`config.mk`:
```
export PLATFORM = sky130hd
export DESIGN_NAME = dhfk_mac
export DESIGN_NICKNAME = d
export VERILOG_FILES = /design/src/rtl/dhfk_pkg.sv /design/src/rtl/dhfk_mac.sv
export SDC_FILE = /design/constraint.sdc
export NUM_CORES = 2
export LEC_CHECK = 0
export ABC_AREA = 1
export BUFFER_PORTS_ARGS = -buffer_cell sky130_fd_sc_hd__buf_2
export CAP_MARGIN = 40
export CORE_MARGIN = 2
export CORE_UTILIZATION = 45
export CTS_CLUSTER_DIAMETER = 50
export DETAILED_ROUTE_END_ITERATION = 6
export GPL_ROUTABILITY_DRIVEN = 0
export GPL_TIMING_DRIVEN = 0
export SYNTH_ARGS = -nofsm -noshare
export SYNTH_HDL_FRONTEND = slang
export SYNTH_SLANG_ARGS = --single-unit
```
`constraint.sdc`:
```
create_clock -name clk -period 9.5 [get_ports clk]
set_clock_uncertainty 0.15 [all_clocks]
set_input_delay 1.9 -clock clk [delete_from_list [all_inputs] [get_ports clk]]
set_output_delay 1.9 -clock clk [all_outputs]
set_load 0.005 [all_outputs]
```
`src/rtl/dhfk_pkg.sv`:
```
// Shared types and constants for the DH forward-kinematics chain.
package dhfk_pkg;

  // Fraction bits of the running matrix and of the result words (Q16.16).
  localparam int FRAC_BITS = 16;

  // Full homogeneous matrix size; the bottom row is fixed and not stored.
  localparam int MAT_DIM     = 4;
  localparam int ROWS_KEPT   = MAT_DIM - 1;
  localparam int MAT_ENTRIES = ROWS_KEPT * MAT_DIM;
  localparam int MAT_AW      = $clog2(MAT_ENTRIES);

  // Column that carries the translation; its coefficients carry 15 fraction bits.
  localparam logic [1:0] COL_TR = 2'(MAT_DIM - 1);

  // 1.0 in the running-matrix format.
  localparam logic signed [31:0] ONE_FX = 32'sd1 <<< FRAC_BITS;

  // One issue slot of the shared multiplier.
  // acc = 1: matrix product term, summed into column sel[1:0] of row 'row'.
  // acc = 0: transform term number sel, handed back raw after the multiply.
  typedef struct packed {
    logic       vld;
    logic       acc;
    logic       first;
    logic       last;
    logic [2:0] sel;
    logic [1:0] row;
  } mac_op_t;

  // Tag of a finished, rounded matrix entry.
  typedef struct packed {
    logic       vld;
    logic [1:0] col;
    logic [1:0] row;
  } mac_res_t;

endpackage

```
`src/rtl/dhfk_mac.sv`:
```
// Shared 32x32 multiplier, column accumulator and round/saturate stage.
module dhfk_mac
  import dhfk_pkg::*;
(
  input  logic               clk,
  input  logic               rst_n,
  input  mac_op_t            op,
  input  logic signed [31:0] mul_a,
  input  logic signed [31:0] mul_b,
  output logic signed [63:0] prod,
  output mac_op_t            ptag,
  output mac_res_t           res,
  output logic signed [31:0] res_val
);

  localparam int ROT_FRAC = 30;  // rotation coefficients
  localparam int TR_FRAC  = 15;  // translation coefficients
  localparam logic signed [63:0] HALF_ROT = 64'sd1 <<< (ROT_FRAC - 1);
  localparam logic signed [63:0] HALF_TR  = 64'sd1 <<< (TR_FRAC - 1);

  logic signed [63:0] acc_r;
  mac_res_t           atag_r;
  logic signed [63:0] rnd_y, rnd_sh;
  logic signed [31:0] rnd_sat;
  logic               is_tr;

  always_ff @(posedge clk) begin
    if (!rst_n) begin
      ptag   <= '0;
      atag_r <= '0;
      res    <= '0;
    end else begin
      ptag       <= op;
      atag_r.vld <= ptag.vld && ptag.acc && ptag.last;
      atag_r.col <= ptag.sel[1:0];
      atag_r.row <= ptag.row;
      res        <= atag_r;
    end
  end

  always_ff @(posedge clk) begin
    prod <= mul_a * mul_b;
    if (ptag.vld && ptag.acc)
      acc_r <= (ptag.first ? 64'sd0 : acc_r) + prod;
    res_val <= rnd_sat;
  end

  // round half up, then clamp to 32 bits
  always_comb begin
    is_tr  = (atag_r.col == COL_TR);
    rnd_y  = acc_r + (is_tr ? HALF_TR : HALF_ROT);
    rnd_sh = is_tr ? (rnd_y >>> TR_FRAC) : (rnd_y >>> ROT_FRAC);
    if (rnd_sh > 64'sd2147483647)
      rnd_sat = 32'sh7fff_ffff;
    else if (rnd_sh < -64'sd2147483648)
      rnd_sat = 32'sh8000_0000;
    else
      rnd_sat = rnd_sh[31:0];
  end

endmodule

```
-- Yosys cells after proc, flatten, opt, wreduce, memory -nomap -nowiden
Index checks and enable logic that the tools add are counted.
W data, S select, Z words.
- output and inout port bits: 110
- input port bits: 75
- register bits: 179
- word-level logic and storage cells: 27
- multiplexer cells: 4
- equality and inequality tests: 1
- reduce and logical (&&, ||, !) cells: 2
- add/sub/neg operators: 2
- multipliers: 1
- $lt $le $gt $ge: 2
- operators by type and width (kind ; number):
    $add A64 B31 Y64 ; 1
    $add A64 B64 Y64 ; 1
    $mul A32 B32 Y64 ; 1
    $mux W64 ; 1
    $gt A49 B32 Y1 const B ; 1
    $lt A49 B32 Y1 const B ; 1
    $mux W48 ; 1
    $mux W32 ; 1
    $mux W30 ; 1
    $eq A2 B2 Y1 const B ; 1
    $logic_and A1 B1 Y1 ; 2

-- Logic depth before layout (Yosys ltp)
- depth after elaboration: 6
- mapped depth: 31
- mapped depth without buffers: 30

-- Least setup slack after synthesis
No wires, ideal clock.
- path type: input to register
- from: input port mul_a[31]
- to: register prod[62]
- setup time: 120 ps
- stages: 27
- setup slack: 693 ps
- path buffers: 1
- data arrival time: 8537 ps
- data required time: 9230 ps
- cell sequence: clkbuf_1 > nand2_1 > inv_1 > fa_1 > inv_1 > fa_1 > inv_1 > fa_1 > fa_1 > inv_1 > fa_1 > inv_1 > fa_1 > inv_1 > fa_1 > inv_1 > fa_1 > ha_1 > a21oi_1 > inv_1 > a31oi_1 > o21ai_0 > nand2_1 > o2111ai_1 > a21oi_1 > nand2_1 > xor2_1
- word-level cells in the longest chain between the ends: 1
- ends and longest elaborated chain (item ; RTL line ; RTL):
    from (decl) ; dhfk_mac.sv:8 ; input logic signed [31:0] mul_a,
    $mul A32 B32 Y64 ; dhfk_mac.sv:42 ; prod <= mul_a * mul_b;
    to (signal assigned) ; dhfk_mac.sv:42 ;
    to (decl) ; dhfk_mac.sv:10 ; output logic signed [63:0] prod,
Every way passes these cells.
A chain may end at the register's enable or synchronous reset.

-- Final worst setup path
- from: input port mul_a[26]
- to: register prod[60]
Same word-level chain as after synthesis.

==> flow_summary.json <==
{
  "status": "complete, no violations",
  "nFillCells": 10690,
  "wl_mm": 184.7,
  "period_minus_slack_ns": 9.341,
  "layout-drive-gt1-share": 0.06477,
  "cts_hold_repair.buffers": 0,
  "antenna_found_initial": 8,
  "critPathMaxFanout": 10,
  "placed_area_sq_mm": 0.05265,
  "cp_data_required_time_ns": 9.71,
  "synthFlopType": "dfxtp_1",
  "final_max_slew_viol_count": 0,
  "ys_types": 49,
  "drv_cap": 0,
  "firstDrtPassIters": 6,
  "crit_type": "in -> reg",
  "cts.sinks": 179,
  "grt.overflow.total": 0,
  "hp-class": "reg -> reg",
  "grt_max_degree": 38,
  "seq_area_frac_synth": 0.08669,
  "hpwlAfterDp_mm": 160.5,
  "port_buffers": 183,
  "ios": 185,
  "final_cells": 7936,
  "arrival_ns": 9.55,
  "rows": 120,
  "drtIter0Drc": 4327,
  "synth_cells": 6211,
  "drc": 0,
  "tightest_slew_ns": 1.015,
  "synth_nets": 7618,
  "worstSetupStartpointType": "input pin",
  "ys_ff_latch": 179,
  "dp.cells": 7893,
  "cts_tree": "done",
  "htree_levels": 4,
  "dieArea_sq_mm": 0.1109,
  "multi_input_area_sq_mm": 0.03702,
  "vias_per_cell": 5.305,
  "cts-root-buf": "clkbuf_16",
  "clk_transition_reported_paths_ns": 0.06,
  "core_sq_mm": 0.1072,
  "vias": 42100,
  "clk_latency_ns": 0.47,
  "syn_avg_cell_area_sq_um": 7.845,
  "slew_headroom": 0.3231,
  "grtUsageTotal": 0.3413,
  "ys.warnings.count": 0,
  "final_hold_viol_count": 0,
  "finalSetupViolCount": 0,
  "min_period_over_period": 0.9833,
  "die-height_um": 333.1,
  "fin_area_sq_mm": 0.05344,
  "synth_area_sq_mm": 0.04873,
  "clock.fmax_mhz": 107.1,
  "grt_pass1_wl_mm": 276.8,
  "async_flop_share": 0,
  "endpoint_kind": "flip-flop",
  "cts_buffers": 17,
  "nNetsFinal": 7925,
  "first_global_vias": 44140,
  "worst_slack_ns": 0.1585,
  "die_x_um": 333.1,
  "antenna_left": 0,
  "wl_per_cell_um": 23.28,
  "syn_to_final_growth_pct": 9.676,
  "synth_edf_count": 64,
  "start_util": 0.4545,
  "seq_area_sq_mm": 0.004224,
  "cts_buffer_depth": 2,
  "dp_slack_ns": -0.9557,
  "rsz0062_at_grt": "yes"
}
## area by class of cell
cell class / instances / area share
Multi-Input combinational cell: 4047 / 0.6927
Inverter: 1770 / 0.1245
Sequential cell: 179 / 0.07904
Timing Repair Buffer: 289 / 0.04247
Tap cell: 1403 / 0.03285
Buffer: 214 / 0.01712
Clock buffer: 23 / 0.009553
Clock inverter: 9 / 0.001662
Antenna cell: 2 / 0.00009365
## cells in the mapped netlist (all sizes together), types with 5 or more instances
cell type	count	area share
inv	1768	0.14
nand2	1553	0.12
fa	1083	0.44
nor2	394	0.032
ha	249	0.064
clkbuf	207	0.016
a21oi	186	0.019
o21ai	135	0.014
nand3	119	0.012
dfxtp	115	0.047
xor2	110	0.020
edfxtp	64	0.039
xnor2	48	0.0086
a31oi	31	0.0040
a21o	19	0.0029
nor3	18	0.0020
o21a	13	0.0020
o21bai	12	0.0018
nand4	11	0.0014
a21boi	8	0.0012
and3	8	0.0010
buf	8	0.0017
nor4	7	0.00090
or2	7	0.00090
o211ai	5	0.00077
## per-layer routing
metal | part of all wire | global-route usage | up-vias
met5 | 0.00041 | 0 | -
met4 | 0.081 | 0.2175 | 6
met3 | 0.11 | 0.07593 | 629
met2 | 0.43 | 0.5305 | 2375
met1 | 0.37 | 0.4319 | 20700
li1 | - | - | 18390
## cells in the final DEF, fill, tap and decap left out, drive strengths merged, types with 119 or more instances in the layout
cell and instances:
clkbuf 228, nand2 1553, buf 298, fa 1083, inv 1769, nor2 394
ha 249, o21ai 135, nand3 119, a21oi 186
## critical path, stage by stage
cell and delay (ns):
buf_2 0.20, clkbuf_1 0.59, nand2_1 0.13, inv_1 0.12
fa_1 0.43, fa_1 0.54, inv_1 0.07, fa_1 0.53
fa_1 0.52, inv_1 0.05, fa_1 0.64, fa_1 0.50
fa_1 0.70, fa_1 0.47, ha_1 0.41, a21oi_1 0.18
inv_1 0.07, a31oi_1 0.28, o21ai_0 0.13, a21oi_1 0.23
nand3_2 0.21, a21oi_2 0.27, o21ai_0 0.13, xor2_1 0.25
## kinds of logic (layout without fill, tap and decap cells)
group,count (synthesis),count (layout),synth area share
buffers and inverters,1985,2305,0.1540
other,0,2,0
flip-flops,179,179,0.08669
adder cells (fa/ha/maj),1332,1332,0.5089
multiplexers,4,4,0.0008217
AO/OA/AOI/OAI,430,430,0.04943
AND/OR/NAND/NOR,2123,2123,0.1718
XOR/XNOR,158,158,0.02840
## metrics by stage
| stage | TNS (ns) | utilization | hold slack, ns |
|---|---|---|---|
| 4_1_cts | 0 | 0.4969 | 0.2616 |
| 5_1_grt | -0.005050 | 0.4985 | 0.3060 |
| 2_1_floorplan | 0 | - | 0.2405 |
| 3_3_place_gp | -22.13 | 0.4794 | 0.2431 |
| 3_5_place_dp | -11.91 | 0.4912 | 0.2475 |
| 6_report | 0 | 0.4985 | 0.2623 |
## state kept, by name (all words and copies together) (netlist names)
name	cells
ptag	9
res_val	32
prod	64
acc_r	64
atag_r	5
res	5
## worst paths after layout
path,start,to,slack (ns),cells after the start
max reg2reg,ptag[6],acc_r[46],4.86,15
min reg2reg,atag_r[4],res[4],0.26,2
max,mul_a[26],prod[60],0.16,24
min,atag_r[4],res[4],0.26,2
## timing repair
action | CTS | global route
cloned | 0 | 0
gates resized for setup | 5 | 108
setup endpoints to repair | 13 | 16
setup buffers | 2 | 4
pin swaps | 1 | 0
hold endpoints to repair | 0 | 0
Power is not shown: default switching activity piles up to over one toggle a cycle in this logic, so the estimate is an artifact.
