$ cat src/rtl/dhfk_pkg.sv
// Shared types and constants for the DH forward-kinematics chain.
package dhfk_pkg;

  // Fraction bits of the running matrix and of the result words (Q16.16).
  localparam int FRAC_BITS = 16;

  // Full homogeneous matrix size; the bottom row is fixed and not stored.
  localparam int MAT_DIM     = 4;
  localparam int ROWS_KEPT   = MAT_DIM - 1;
  localparam int MAT_ENTRIES = ROWS_KEPT * MAT_DIM;
  localparam int MAT_AW      = $clog2(MAT_ENTRIES);

  // Column that carries the translation; its coefficients carry 15 fraction bits.
  localparam logic [1:0] COL_TR = 2'(MAT_DIM - 1);

  // 1.0 in the running-matrix format.
  localparam logic signed [31:0] ONE_FX = 32'sd1 <<< FRAC_BITS;

  // One issue slot of the shared multiplier.
  // acc = 1: matrix product term, summed into column sel[1:0] of row 'row'.
  // acc = 0: transform term number sel, handed back raw after the multiply.
  typedef struct packed {
    logic       vld;
    logic       acc;
    logic       first;
    logic       last;
    logic [2:0] sel;
    logic [1:0] row;
  } mac_op_t;

  // Tag of a finished, rounded matrix entry.
  typedef struct packed {
    logic       vld;
    logic [1:0] col;
    logic [1:0] row;
  } mac_res_t;

endpackage

$ cat src/rtl/dhfk_trig.sv
// Angle reduction and quarter-wave sine lookup for one DH row (two stages).
module dhfk_trig
  import dhfk_pkg::*;
(
  input  logic               clk,
  input  logic               rst_n,
  input  logic               start,
  input  logic signed [9:0]  theta,
  input  logic signed [8:0]  alpha,
  output logic               vld,
  output logic signed [16:0] st,
  output logic signed [16:0] ct,
  output logic signed [16:0] sa,
  output logic signed [16:0] ca
);

  // sin(k deg), k = 0..90, unsigned Q1.15
  localparam logic [15:0] SINE_TAB [91] = '{
        0,   572,  1144,  1715,  2286,  2856,  3425,  3993,  4560,  5126,
     5690,  6252,  6813,  7371,  7927,  8481,  9032,  9580, 10126, 10668,
    11207, 11743, 12275, 12803, 13328, 13848, 14365, 14876, 15384, 15886,
    16384, 16877, 17364, 17847, 18324, 18795, 19261, 19720, 20174, 20622,
    21063, 21498, 21926, 22348, 22763, 23170, 23571, 23965, 24351, 24730,
    25102, 25466, 25822, 26170, 26510, 26842, 27166, 27482, 27789, 28088,
    28378, 28660, 28932, 29197, 29452, 29698, 29935, 30163, 30382, 30592,
    30792, 30983, 31164, 31336, 31499, 31651, 31795, 31928, 32052, 32166,
    32270, 32365, 32449, 32524, 32588, 32643, 32688, 32723, 32748, 32763,
    32768
  };

  // Input spans -512..601; bias by 720, then two compare-subtract steps.
  function automatic logic [8:0] deg_mod360(input logic [10:0] x);
    logic [11:0] y;
    y = {x[10], x} + 12'd720;
    if (y >= 12'd720) y = y - 12'd720;
    if (y >= 12'd360) y = y - 12'd360;
    return y[8:0];
  endfunction

  function automatic logic signed [16:0] sine_q15(input logic [8:0] r);
    logic [8:0]         idx;
    logic               neg;
    logic signed [16:0] mag;
    if (r <= 9'd90) begin
      idx = r;
      neg = 1'b0;
    end else if (r <= 9'd180) begin
      idx = 9'd180 - r;
      neg = 1'b0;
    end else if (r <= 9'd270) begin
      idx = r - 9'd180;
      neg = 1'b1;
    end else begin
      idx = 9'd360 - r;
      neg = 1'b1;
    end
    mag = signed'({1'b0, SINE_TAB[idx[6:0]]});
    return neg ? -mag : mag;
  endfunction

  logic       v1_r;
  logic [8:0] th_r, thc_r, al_r, alc_r;

  always_ff @(posedge clk) begin
    if (!rst_n) begin
      v1_r <= 1'b0;
      vld  <= 1'b0;
    end else begin
      v1_r <= start;
      vld  <= v1_r;
    end
  end

  always_ff @(posedge clk) begin
    if (start) begin
      th_r  <= deg_mod360(11'(theta));
      thc_r <= deg_mod360(11'(theta) + 11'd90);
      al_r  <= deg_mod360(11'(alpha));
      alc_r <= deg_mod360(11'(alpha) + 11'd90);
    end
    if (v1_r) begin
      st <= sine_q15(th_r);
      ct <= sine_q15(thc_r);
      sa <= sine_q15(al_r);
      ca <= sine_q15(alc_r);
    end
  end

endmodule

$ cat config.mk
export PLATFORM = sky130hd
export DESIGN_NAME = dhfk_trig
export DESIGN_NICKNAME = d
export VERILOG_FILES = /design/src/rtl/dhfk_pkg.sv /design/src/rtl/dhfk_trig.sv
export SDC_FILE = /design/constraint.sdc
export NUM_CORES = 1
export LEC_CHECK = 0
export ABC_CLOCK_PERIOD_IN_PS = 7600
export BUFFER_PORTS_ARGS = -buffer_cell sky130_fd_sc_hd__buf_2
export CAP_MARGIN = 20
export CELL_PAD_IN_SITES_DETAIL_PLACEMENT = 1
export CELL_PAD_IN_SITES_GLOBAL_PLACEMENT = 2
export CORE_MARGIN = 2
export CORE_UTILIZATION = 37
export DETAILED_ROUTE_END_ITERATION = 7
export PLACE_DENSITY = 0.89
export SLEW_MARGIN = 20
export SYNTH_ARGS = -nofsm -noshare
export SYNTH_HDL_FRONTEND = slang
export SYNTH_SLANG_ARGS = --single-unit
$ cat constraint.sdc
create_clock -name clk -period 7.6 [get_ports clk]
set_clock_uncertainty 0.15 [all_clocks]
set_input_delay 1.52 -clock clk [delete_from_list [all_inputs] [get_ports clk]]
set_output_delay 1.52 -clock clk [all_outputs]
set_load 0.01 [all_outputs]
# [Word level (Yosys, flattened, before mapping)]
# Memory sizes are Yosys's and may differ from the RTL's.
# Cells that the tools add are included.
# W data, S select, Z words.
[totals] ff_bits=106 rom_bits=8192 in_bits=22 elab_cells=128 n_memories=4
[mem_list] name="(name not given)" depth=128 width=16 rd=1 rd_ports_with_merged_regs=0 write_ports=0 line_no="dhfk_trig.sv:57" source="mag = signed'({1'b0, SINE_TAB[idx[6:0]]});"
[mem_list] name="(name not given)" depth=128 width=16 rd=1 rd_ports_with_merged_regs=0 write_ports=0 line_no="dhfk_trig.sv:57"
[mem_list] name="(name not given)" depth=128 width=16 rd=1 rd_ports_with_merged_regs=0 write_ports=0 line_no="dhfk_trig.sv:57"
[mem_list] name="(name not given)" depth=128 width=16 rd=1 rd_ports_with_merged_regs=0 write_ports=0 line_no="dhfk_trig.sv:57"
[op_classes] add_sub_neg=30 n_lt_le_gt_ge=24 n_mux=52 bitwise=4
[ops] cell="$mux W16" n=12
[ops] cell="$mux W7" n=16
[ops] cell="$mux W12" n=8
[ops] cell="$neg A16 Y17" n=4
[ops] cell="$ge A12 B10 Y1 const B" n=4
[ops] cell="$ge A12 B9 Y1 const B" n=4
[ops] cell="$sub A12 B10 Y12 const B" n=4
[ops] cell="$le A9 B7 Y1 const B" n=4
[ops] cell="$le A9 B8 Y1 const B" n=4
[ops] cell="$le A9 B9 Y1 const B" n=4
[ops] cell="$mux W9" n=4
[ops] cell="$sub A9 B9 Y9 const B" n=4
[ops] cell="$ge A8 B8 Y1 const B" n=4
[ops] cell="$not A7 Y8" n=4
[ops] cell="$sub A6 B7 Y7 const A" n=4
[ops] cell="$sub A7 B6 Y7 const B" n=4
[ops] cell="$sub A7 B7 Y7 const A" n=4
[ops] cell="$add A10 B11 Y12 const B" n=2
[ops] cell="$add A11 B11 Y12 const B" n=1
[ops] cell="$add A9 B11 Y12 const B" n=1
[ops] cell="$mux W1" n=12
[ops] cell="$add A10 B8 Y11 const B" n=1
[ops] cell="$add A9 B8 Y10 const B" n=1

# [Longest topological paths before layout]
[depth] ltp_word=11 depth_mapped=23 depth_no_buf=18

# [Worst setup path before layout]
# OpenSTA, ideal clock, no wires.
[synth_path] kind="reg2reg" start="register th_r[0] (netlist name)" end="register ct[10], data pin" t_arrival_ps=5634 required_ps=7180 setup_slack_ps=1546 stages_incl_launch_ff=23 cell_sequence="edfxtp_1 > buf_2 > buf_1 > inv_1 > clkbuf_1 > ha_1 > and2_1 > o311a_1 > a221oi_2 > xnor2_1 > inv_1 > buf_2 > buf_2 > buf_2 > ha_1 > o311ai_0 > o32ai_1 > or4_4 > a221oi_4 > nand3b_2 > or3_4 > o21ai_2 > xor2_1"
[synth_lines] item="to (signal assigned)" line_no="dhfk_trig.sv:83" source="ct <= sine_q15(thc_r);"
[synth_lines] item="to (decl)" line_no="dhfk_trig.sv:12" source="output logic signed [16:0] ct,"

# [Worst setup path in the final report]
[layout_path] start="register al_r[0]" end="register sa[11], data pin"
[layout_between] elab_chain_len=11 word_cells_on_any_way=19
[layout_lines] item="from (decl)" line_no="dhfk_trig.sv:62" source="logic [8:0] th_r, thc_r, al_r, alc_r;"
[layout_lines] item="from (signal assigned)" line_no="dhfk_trig.sv:78" source="al_r <= deg_mod360(11'(alpha));"
[layout_lines] item="$le A9 B9 Y1, or another cell as far along" line_no="dhfk_trig.sv:50" source="end else if (r <= 9'd270) begin"
[layout_lines] item="$mux W7" line_no="dhfk_trig.sv:50"
[layout_lines] item="$mux W7" line_no="dhfk_trig.sv:47" source="end else if (r <= 9'd180) begin"
[layout_lines] item="$mux W7" line_no="dhfk_trig.sv:44" source="if (r <= 9'd90) begin"
[layout_lines] item="$mux W7" line_no="dhfk_trig.sv:81" source="if (v1_r) begin"
[layout_lines] item="$not A7 Y8 (implied by the code)" line_no="dhfk_trig.sv:57"
[layout_lines] item="$mem_v2 Z128 W16"
[layout_lines] item="$mux W16 (implied by the code) (2 in series)" line_no="dhfk_trig.sv:57"
[layout_lines] item="$neg A16 Y17" line_no="dhfk_trig.sv:58" source="return neg ? -mag : mag;"
[layout_lines] item="$mux W16 *" line_no="dhfk_trig.sv:58"
[layout_lines] item="to (signal assigned)" line_no="dhfk_trig.sv:84" source="sa <= sine_q15(al_r);"
[layout_lines] item="to (decl)" line_no="dhfk_trig.sv:13" source="output logic signed [16:0] sa,"
# Mark *: on every way between the ends. The rest lies on a longest branch, timed or not. The select of a mux whose other input is x is not followed.
# A chain may end at the register's enable or synchronous reset.

==> impl_metrics.json <==
{
  "hp-class": "reg -> reg",
  "intPower_uw": 3546,
  "power.switching_uw": 4947,
  "cp_common_cell": "a2111oi_0",
  "worstMarginPinSlew_ps": 1191,
  "first_pass_iters": 5,
  "yosysMostFrequentCell": "nand2_1",
  "die-area_um2": 46630,
  "ctsResizeCount": 0,
  "dr.first_iter.drc_count": 1905,
  "final-hold-violation-count": 0,
  "num-fill-cells": 5531,
  "clk_transition_reported_paths_ps": 80,
  "cts-hold-fix-buffers": 0,
  "power_density_nw_per_um2": 483.4,
  "gp_congestion": 1.032,
  "rsz0062_at_grt": "false",
  "port_buffers": 90,
  "numCtsBuffers": 9,
  "p_leak_uw": 0.006322,
  "fmax_ghz": 0.1472,
  "postRouteAntennaNets": 0,
  "initial_core_util": 0.3750,
  "cp-startpoint": "al_r[0]",
  "cpMaxStageDelayCell": "a211oi_4",
  "cp-start-kind": "register",
  "synth_ff_type": "edfxtp_1",
  "fin_crit_sh": 0.8941,
  "antenna_found_initial": 1,
  "nets": 2299,
  "num_vias": 18915,
  "holdWs_ps": 433.2,
  "path_class": "reg -> reg",
  "endpoint_kind": "register",
  "pwr-share-comb": 0.805,
  "yosys_warnings": 0,
  "min_period_ps": 6795,
  "syn_nets": 2373,
  "area_growth_pct": 5.722,
  "grtUsageTotal": 0.2701,
  "cts.sinks": 104,
  "finalWirelength_mm": 64.83,
  "drcViolationCount": 0,
  "maxCapViolations": 0,
  "status": "completed",
  "reg2reg_slack_ps": 810,
  "synth_area_per_cell_um2": 7.286,
  "synth_top_area_frac": 0.1843,
  "crit_family": "compound AO/OA/AOI/OAI gates",
  "max-slew-margin-rel": 0.1989,
  "grt_use_met1": 0.3638,
  "ir_worst_vdd_v": 0.0003847,
  "die_h_um": 215.9,
  "cp_max_fo": 31,
  "gr-max-usage-layer": "met2",
  "clkLatencyLatePin_ps": 400,
  "synth_largest_area_cell": "edfxtp_1",
  "slowest_delay_ps": 920,
  "synth_cell_types": 101,
  "ys_seq_area_frac": 0.1867,
  "synth-edff-count": 102,
  "path_buf_inv": 2,
  "r2r-start": "al_r[0]",
  "p_clk_frac": 0.056,
  "dp_hpwl_mm": 46.19,
  "synth_cells": 2281,
  "syn_area_um2": 16620,
  "num_rows": 77,
  "wire_per_inst_um": 23.11,
  "multi_input_area_um2": 12370,
  "routed_via_density": 6.743,
  "ys_top_cells_by_area": "edfxtp_1 (18%), a21oi_1 (5.8%), ha_1 (5.3%), nand2_1 (5.1%), o21ai_0 (4.7%)",
  "regArea_um2": 3107,
  "io_pins": 91,
  "hp-start": "v1_r",
  "async_flop_share": 0,
  "cts_tree": "done",
  "cts_setup_buffers": 0,
  "grt_pass1_wl_mm": 103.6,
  "h-tree-depth": 3,
  "fp.dieW_um": 215.9,
  "fin_setup_tns_ps": 0,
  "core_area_um2": 44320,
  "p_seq_frac": 0.140,
  "grt_pass1_vias": 18554,
  "setup_violations": 0,
  "crit_chain": "inv_2 > ha_1 > o2bb2ai_1 > o21ai_1 > o22ai_1 > a211oi_4 > buf_4 > nor2_1 > a2111oi_0 > a2111oi_0 > a311oi_1 > and3b_1 > and3_1 > a21oi_1 > xor2_1",
  "switching_share": 0.5824,
  "cp.arrival_ps": 6780,
  "drive_gt1_frac": 0.1013,
  "grt_max_degree": 60,
  "crit_required_ps": 7580,
  "cts-root-buf": "clkbuf_16",
  "gr-usage-met3": 0.03185,
  "netlist_top_cells_count": "nand2_1 (227), nor2_1 (203), a21oi_1 (192), o21ai_0 (157), clkbuf_1 (116)",
  "met2_usage": 0.4412,
  "clockBufferDepth": 2,
  "slew_viol_final": 0,
  "ys_ff_latch": 104,
  "grt_overflow": 0
}
[power by group through the flow]
| stage | combinational [uW] | clock (uW) | sequential, uW |
|---|---|---|---|
| final | 6830 | 474 | 1190 |
| after global routing | 7380 | 502 | 1210 |
| after CTS | 6670 | 489 | 1190 |
| after detailed placement | 6640 | 0 | 1200 |
| after global placement | 6500 | 0 | 1190 |
| after floorplan | 4780 | 0 | 1190 |
[final cells by class]
cell class,instances,area share
antenna,1,0.0001424
clock buffer,9,0.01282
clock inverter,7,0.003632
inverter,80,0.01709
multi-input combinational,1881,0.7042
sequential,104,0.1768
tap,592,0.04216
timing repair buffer,131,0.04316
[stage by stage]
stage               power (uW)  utilization  cell area, um2  setup slack (ps)  instances
finish                    8493       0.3964           17570             805.1       2805
global route              9095       0.3964           17570             532.0       2805
CTS                       8342       0.3961           17550              1066       2804
detailed placement        7836       0.3896           17270              1127       2788
global placement          7686       0.3896           17270              1308       2788
floorplan                 5974            -           16620              1546       2281
[worst reg2reg max path, delay by kind of cell, from the launching register on]
family,cells,cell delay [ps]
simple gates,3,890
compound gates,8,3430
flops,1,720
buf+inv,2,780
fa+ha+maj,1,390
xor+xnor,1,180
[worst paths after layout]
| check | end | cells after the start |
|---|---|---|
| worst min register to register | st[11] | 0 |
| worst max register to register | sa[11] | 15 |
| worst min-delay path | st[11] | 0 |
| worst max-delay path | sa[11] | 15 |
[metal layers]
layer,vias up,share of wire
met5,-,0
met1,9269,0.43
met2,845,0.46
li1,8638,-
met3,163,0.074
met4,0,0.033
[state kept, by name (all words and copies together), names as in the netlist, 8 cells and up]
register and cells:
al_r 9, alc_r 8, ca 17, ct 17, sa 17, st 17
th_r 9, thc_r 8
[cell families (layout without fill, tap and decap cells)]
| kind of cell | after synthesis | in the layout | synth area share |
|---|---|---|---|
| AO/OA/AOI/OAI | 917 | 917 | 0.3855 |
| AND/OR/NAND/NOR | 734 | 734 | 0.2086 |
| buffers and inverters | 296 | 227 | 0.07393 |
| other | 0 | 1 | 0 |
| XOR/XNOR | 111 | 111 | 0.05850 |
| multiplexers | 49 | 49 | 0.03411 |
| adder cells (fa/ha/maj) | 70 | 70 | 0.05270 |
| flip-flops | 104 | 104 | 0.1867 |
[placed cells by master (no fill, tap or decap), types with 17 or more instances in the layout]
cell	instances
nand2_1	227
a21oi_1	191
o22ai_1	21
nand4_1	23
mux2i_1	33
a221oi_1	32
o21ai_0	157
inv_1	73
nand3_1	65
a211o_1	25
o21a_1	23
edfxtp_1	102
a21o_1	23
a31oi_1	40
a311oi_1	24
o31ai_1	27
nor4_1	25
o221ai_1	25
and3_1	17
o211ai_1	59
nor3_1	74
a211oi_1	58
buf_4	41
nor2_1	200
xnor2_1	63
ha_1	70
buf_2	90
xor2_1	45
(Power assumes the default switching activity.)
